--- config.mk ---
export PLATFORM = sky130hd
export DESIGN_NAME = dsdc_ram
export DESIGN_NICKNAME = d
export VERILOG_FILES = /design/src/assert_macros.svh /design/src/dsdc_ram.sv
export SDC_FILE = /design/constraint.sdc
export NUM_CORES = 2
export LEC_CHECK = 0
export BUFFER_PORTS_ARGS = -buffer_cell sky130_fd_sc_hd__buf_2
export CAP_MARGIN = 30
export CORE_UTILIZATION = 31
export CTS_CLUSTER_DIAMETER = 100
export DETAILED_ROUTE_END_ITERATION = 6
export PLACE_DENSITY = 0.52
export SLEW_MARGIN = 20
export SYNTH_ARGS = -nofsm -noshare
export SYNTH_HDL_FRONTEND = slang
export SYNTH_SLANG_ARGS = --single-unit
--- constraint.sdc ---
create_clock -name clk -period 4.45 [get_ports clk]
set_input_delay 1.1125 -clock clk [delete_from_list [all_inputs] [get_ports clk]]
set_output_delay 1.1125 -clock clk [all_outputs]
set_load 0.005 [all_outputs]
--- src/assert_macros.svh ---
// Assertion helpers shared by the RTL. Each expects clk and rst_n in scope.
`ifndef ASSERT_MACROS_SVH
`define ASSERT_MACROS_SVH

// Clocked property, ignored while reset is asserted.
`define DSDC_ASSERT(lbl, prop, msg) \
    lbl: assert property (@(posedge clk) disable iff (!rst_n) prop) else $error(msg);

// Expression that must hold at every clock edge out of reset.
`define DSDC_ASSERT_ALWAYS(lbl, expr, msg) \
    `DSDC_ASSERT(lbl, 1'b1 |-> (expr), msg)

`endif

--- src/dsdc_ram.sv ---
module dsdc_ram #(
    parameter int WIDTH = 30,
    parameter int DEPTH = 128,
    localparam int AW   = (DEPTH > 1) ? $clog2(DEPTH) : 1
) (
    input  logic             clk,
    input  logic             we,
    input  logic [AW-1:0]    waddr,
    input  logic [WIDTH-1:0] wdata,
    input  logic             re,
    input  logic [AW-1:0]    raddr,
    output logic [WIDTH-1:0] rdata
);

    logic [WIDTH-1:0] mem [DEPTH];

    always_ff @(posedge clk)
    begin
        if (we)
        begin
            mem[waddr] <= wdata;
        end
        if (re)
        begin
            rdata <= mem[raddr];
        end
    end

endmodule

**Yosys cells after proc, flatten, opt, wreduce, memory -nomap -nowiden**

Memory sizes are Yosys's and may differ from the RTL's. A register that Yosys moved wholly into a read port is not among the register bits.
Index checks and enable logic that the tools add are counted.
W data, S select, Z words.

- Order comparisons: 0
- Divide/modulo/power cells: 0
- Reduce and logical (&&, ||, !) cells: 0
- Multipliers: 0
- Bitwise operators: 0
- Shift operators: 0
- Add/subtract/negate cells: 0
- Eq/ne operators: 0
- Muxes and demuxes: 2

Operator list:

| operator | count |
|---|---|
| $mux W1 | 2 |

- Logic and storage cells: 3
- ROM bits: 0
- Output and inout port bits: 30
- Register bits after elaboration: 0
- Latch bits: 0
- Memories kept: 1
- RAM bits: 3840
- Input port bits: 47

Memories:

| name | depth | bits a word | rd ports | clocked after memory_dff | write ports | line | RTL |
|---|---|---|---|---|---|---|---|
| mem | 128 | 30 | 1 | 1 | 1 | dsdc_ram.sv:15 | `logic [WIDTH-1:0] mem [DEPTH];` |

**Logic depth before layout (Yosys ltp)**

- Depth after elaboration: 2
- Depth in mapped cells: 8
- Depth with buffers taken out: 4

**Worst setup path before layout**

OpenSTA, ideal clock, no wires.

- Path kind: input port to flip-flop
- From: input we
- To: memory mem[98][0] (enable)
- Library setup time: 0.455 ns
- Slack: 0.239 ns
- Stages: 3
- Buffers on the path: 1
- Data required time: 3.995 ns
- Arrival time: 3.756 ns
- Cell sequence: clkbuf_1 nand4_1 nor3_1

- Cells in the longest elaborated chain, start to end: 2

Ends and longest elaborated chain:

| what | line | RTL |
|---|---|---|
| start: declaration | dsdc_ram.sv:7 | `input logic we,` |
| $mux W1 | dsdc_ram.sv:19 | `if (we)` |
| $mux W1 (not written as such) | dsdc_ram.sv:21 | `mem[waddr] <= wdata;` |
| end: declaration | dsdc_ram.sv:15 |  |

No other way between the ends.

==> flow_metrics.tcl <==
set metrics [dict create \
    status "finished clean" \
    crit_fanout 24 \
    clkTransAtPathRegs_ps 70 \
    routed_wl_mm 426 \
    coreArea_um2 471000 \
    finalWorstSetupSlack_ps 867 \
    clkPwrFrac_pct 41.6 \
    vias_per_cell 5.25 \
    synth_area_leaders "edfxtp_1 79%, mux4_2 19%, clkbuf_1 0.50%" \
    design_area_um2 172000 \
    p_leak_nw 52.0 \
    area_delta_synth_final_pct 17.3 \
    synth_nets 5675 \
    grt_setup_unrepaired "no" \
    grt_pass1_wl_mm 582 \
    cts_tree "built" \
    drt_iter0_drc 9070 \
    cts_setup_buffers 0 \
    dieHeight_um 690 \
    drive_above_1_share_pct 37.5 \
    cts_buffers 381 \
    clock_skew_ps 66.0 \
    synthCells 5628 \
    maxSlewHeadroom_pct 31.0 \
    path_cells "buf_12, buf_12, buf_12, buf_12, mux4_2, mux4_2, mux4_2, mux2_2" \
    ctsHoldBuffers 0 \
    maxCapViolCount 0 \
    holdCritPathClass "in2reg" \
    crit_arrival_ps 4300 \
    wl_per_cell_um 33.4 \
    dieWidth_um 690 \
    cts_resized 0 \
    critPathKind "in2reg" \
    setup_viol 0 \
    reg2reg_slack_ps 1590 \
    clkSinkCount 3870 \
    syn_area_um2 147000 \
    crit_top_cell "buf_12" \
    yosys.area.top_type_share_pct 79.1 \
    num_vias 67000 \
    drc 0 \
    initial_core_util_pct 31.2 \
    dr.pass1.iters 5 \
    dpl-instance-area_um2 160000 \
    period_share_pct 80.5 \
    die_area_um2 476000 \
    fp-row-count 252 \
    synth_top_area_cell "edfxtp_1" \
    place_ws_ps -130 \
    dpl.hpwl_mm 243 \
    ant_nets 0 \
    cp-start-kind "primary input" \
    yosysWarnings 0 \
    crit_path_max_incr_delay_ps 690 \
    grt.overflow.total 0 \
    seqPwrFrac_pct 52.9 \
    clk-insertion-delay-late_ps 1020 \
    p_comb_share_pct 5.5 \
    worstPathRequired_ps 5170 \
    tightest_slew_ps 1040 \
    ir_drop_mv 0.321 \
    avgSynthCellArea_um2 26.1 \
    fmax_mhz 279 \
    finalWorstPathRequiredPeriod_ps 3580 \
    ctsHtreeMaxLevel 5 \
    antenna_found_initial 76 \
    yosysUniqueCellTypes 15 \
    routabilityCongestion 0.787 \
    critPathCaptureType "flip-flop" \
    grt_pass1_vias 68600 \
    clockBufferDepth 4 \
    grt.total_usage_pct 17.6 \
    cp_slowest_cell "mux4_2" \
    synth.ff_latch_count 3870 \
    power_per_cell_area_nw_per_um2 444 \
    io_buffers 76 \
    drv_slew 0 \
    switching_share_pct 21.8 \
    synth-seq-area-share_pct 79.1 \
    cts_root_buf "clkbuf_16" \
    io-pin-count 77 \
    intPower_mw 59.7 \
    nets 6245 \
    n_fill_cell 42100 \
    grt_start_max_net_pins 129 \
    hold_viol 0 \
    p_sw_mw 16.7 \
]
==> cell families (layout without fill, tap and decap cells) <==
logic type | count (synthesis) | after routing | synth area share, %
other cells | 0 | 34 | 0
buf+inv | 298 | 1179 | 0.830
simple gates | 170 | 170 | 0.475
flops | 3870 | 3870 | 79.1
mux | 1290 | 1290 | 19.6
==> cell type report <==
cell class              instances  area, um2  area share, %
clock buffers                 467       9940           5.77
well taps                    6223       7790           4.52
repair buffers                485       5600           3.25
clock inverters               227       2210           1.28
diodes                         34       85.1         0.0494
multi-input cells            1460      30400           17.6
flip-flops and latches       3870     116000           67.5
==> layout by cell type (no fill, tap or decap), types with 4 or more instances in the layout <==
cell type	netlist	routed
buf_2	68	40
clkbuf_16	0	385
mux2_2	30	30
inv_16	0	5
buf_16	0	7
nand3_1	12	8
clkbuf_1	197	82
nor2_4	0	119
nand2_1	14	11
clkinv_16	0	7
clkinv_2	0	67
inv_6	0	11
nand3_2	0	4
clkinv_1	0	84
edfxtp_1	3870	3870
mux4_2	1260	1260
bufinv_16	0	32
diode_2	0	34
buf_4	0	283
nor2b_1	7	7
nor3_2	0	9
buf_12	0	151
clkinvlp_4	0	16
==> synth_stat cells <==
| library cell | instances |
|---|---|
| nor2b_1 | 7 |
| buf_2 | 68 |
| nand2b_1 | 2 |
| mux4_2 | 1260 |
| edfxtp_1 | 3870 |
| nand4_1 | 3 |
| clkbuf_1 | 197 |
| mux2_2 | 30 |
| nand3_1 | 12 |
| nand2_1 | 14 |
| buf_1 | 31 |
| nor3_1 | 9 |
| nor2_1 | 122 |
| or3_1 | 1 |
| buf_6 | 2 |
==> state kept, by name, summed over array words and instances (netlist names) <==
signal,flops
mem,3840
rdata,30
==> worst max-delay path, delay by kind of cell <==
family	cells	cell delay, ps
buffers and inverters	4	980
multiplexers	4	2100
==> metal layers <==
| metal | up-vias | part of all wire (%) | global-route usage (%) | wire, um |
|---|---|---|---|---|
| met5 | - | 0.019 | 0 | 83 |
| met2 | 2725 | 49 | 29.2 | 209000 |
| met1 | 37700 | 40 | 23.9 | 173000 |
| li1 | 26000 | - | - | - |
| met4 | 14 | 2.9 | 4.77 | 12500 |
| met3 | 527 | 7.6 | 3.10 | 32400 |
==> through the flow <==
| step | util (%) | total power, mW | std cells | TNS, ps | hold slack (ps) |
|---|---|---|---|---|---|
| finish | 36.5 | 76.4 | 12800 | 0 | 536 |
| CTS | 36.5 | 77.0 | 12700 | 0 | 512 |
| global route | 36.5 | 78.4 | 12700 | 0 | 515 |
| global placement | 33.9 | 45.3 | 12000 | -601 | 1220 |
| floorplan | - | 43.0 | 5628 | 0 | 1150 |
| detailed placement | 33.9 | 45.4 | 12000 | -577 | 1210 |
==> power groups by stage <==
stage	Combinational [mW]	Clock, mW	Sequential (mW)
finish	4.18	31.8	40.4
global route	4.35	33.7	40.4
CTS	4.24	32.4	40.4
detailed placement	4.24	0	41.2
global placement	4.17	0	41.2
floorplan	1.94	0	41.1
==> path summary, 6_finish.rpt <==
| path | startpoint | to | cells after the start |
|---|---|---|---|
| max | raddr[0] | rdata[5] | 8 |
| min | wdata[12] | mem[10][12] | 1 |
| max reg2reg | mem[5][28] | rdata[28] | 4 |
| min reg2reg | mem[86][14] | rdata[14] | 4 |
No activity file was read; power rests on OpenSTA's default activity.
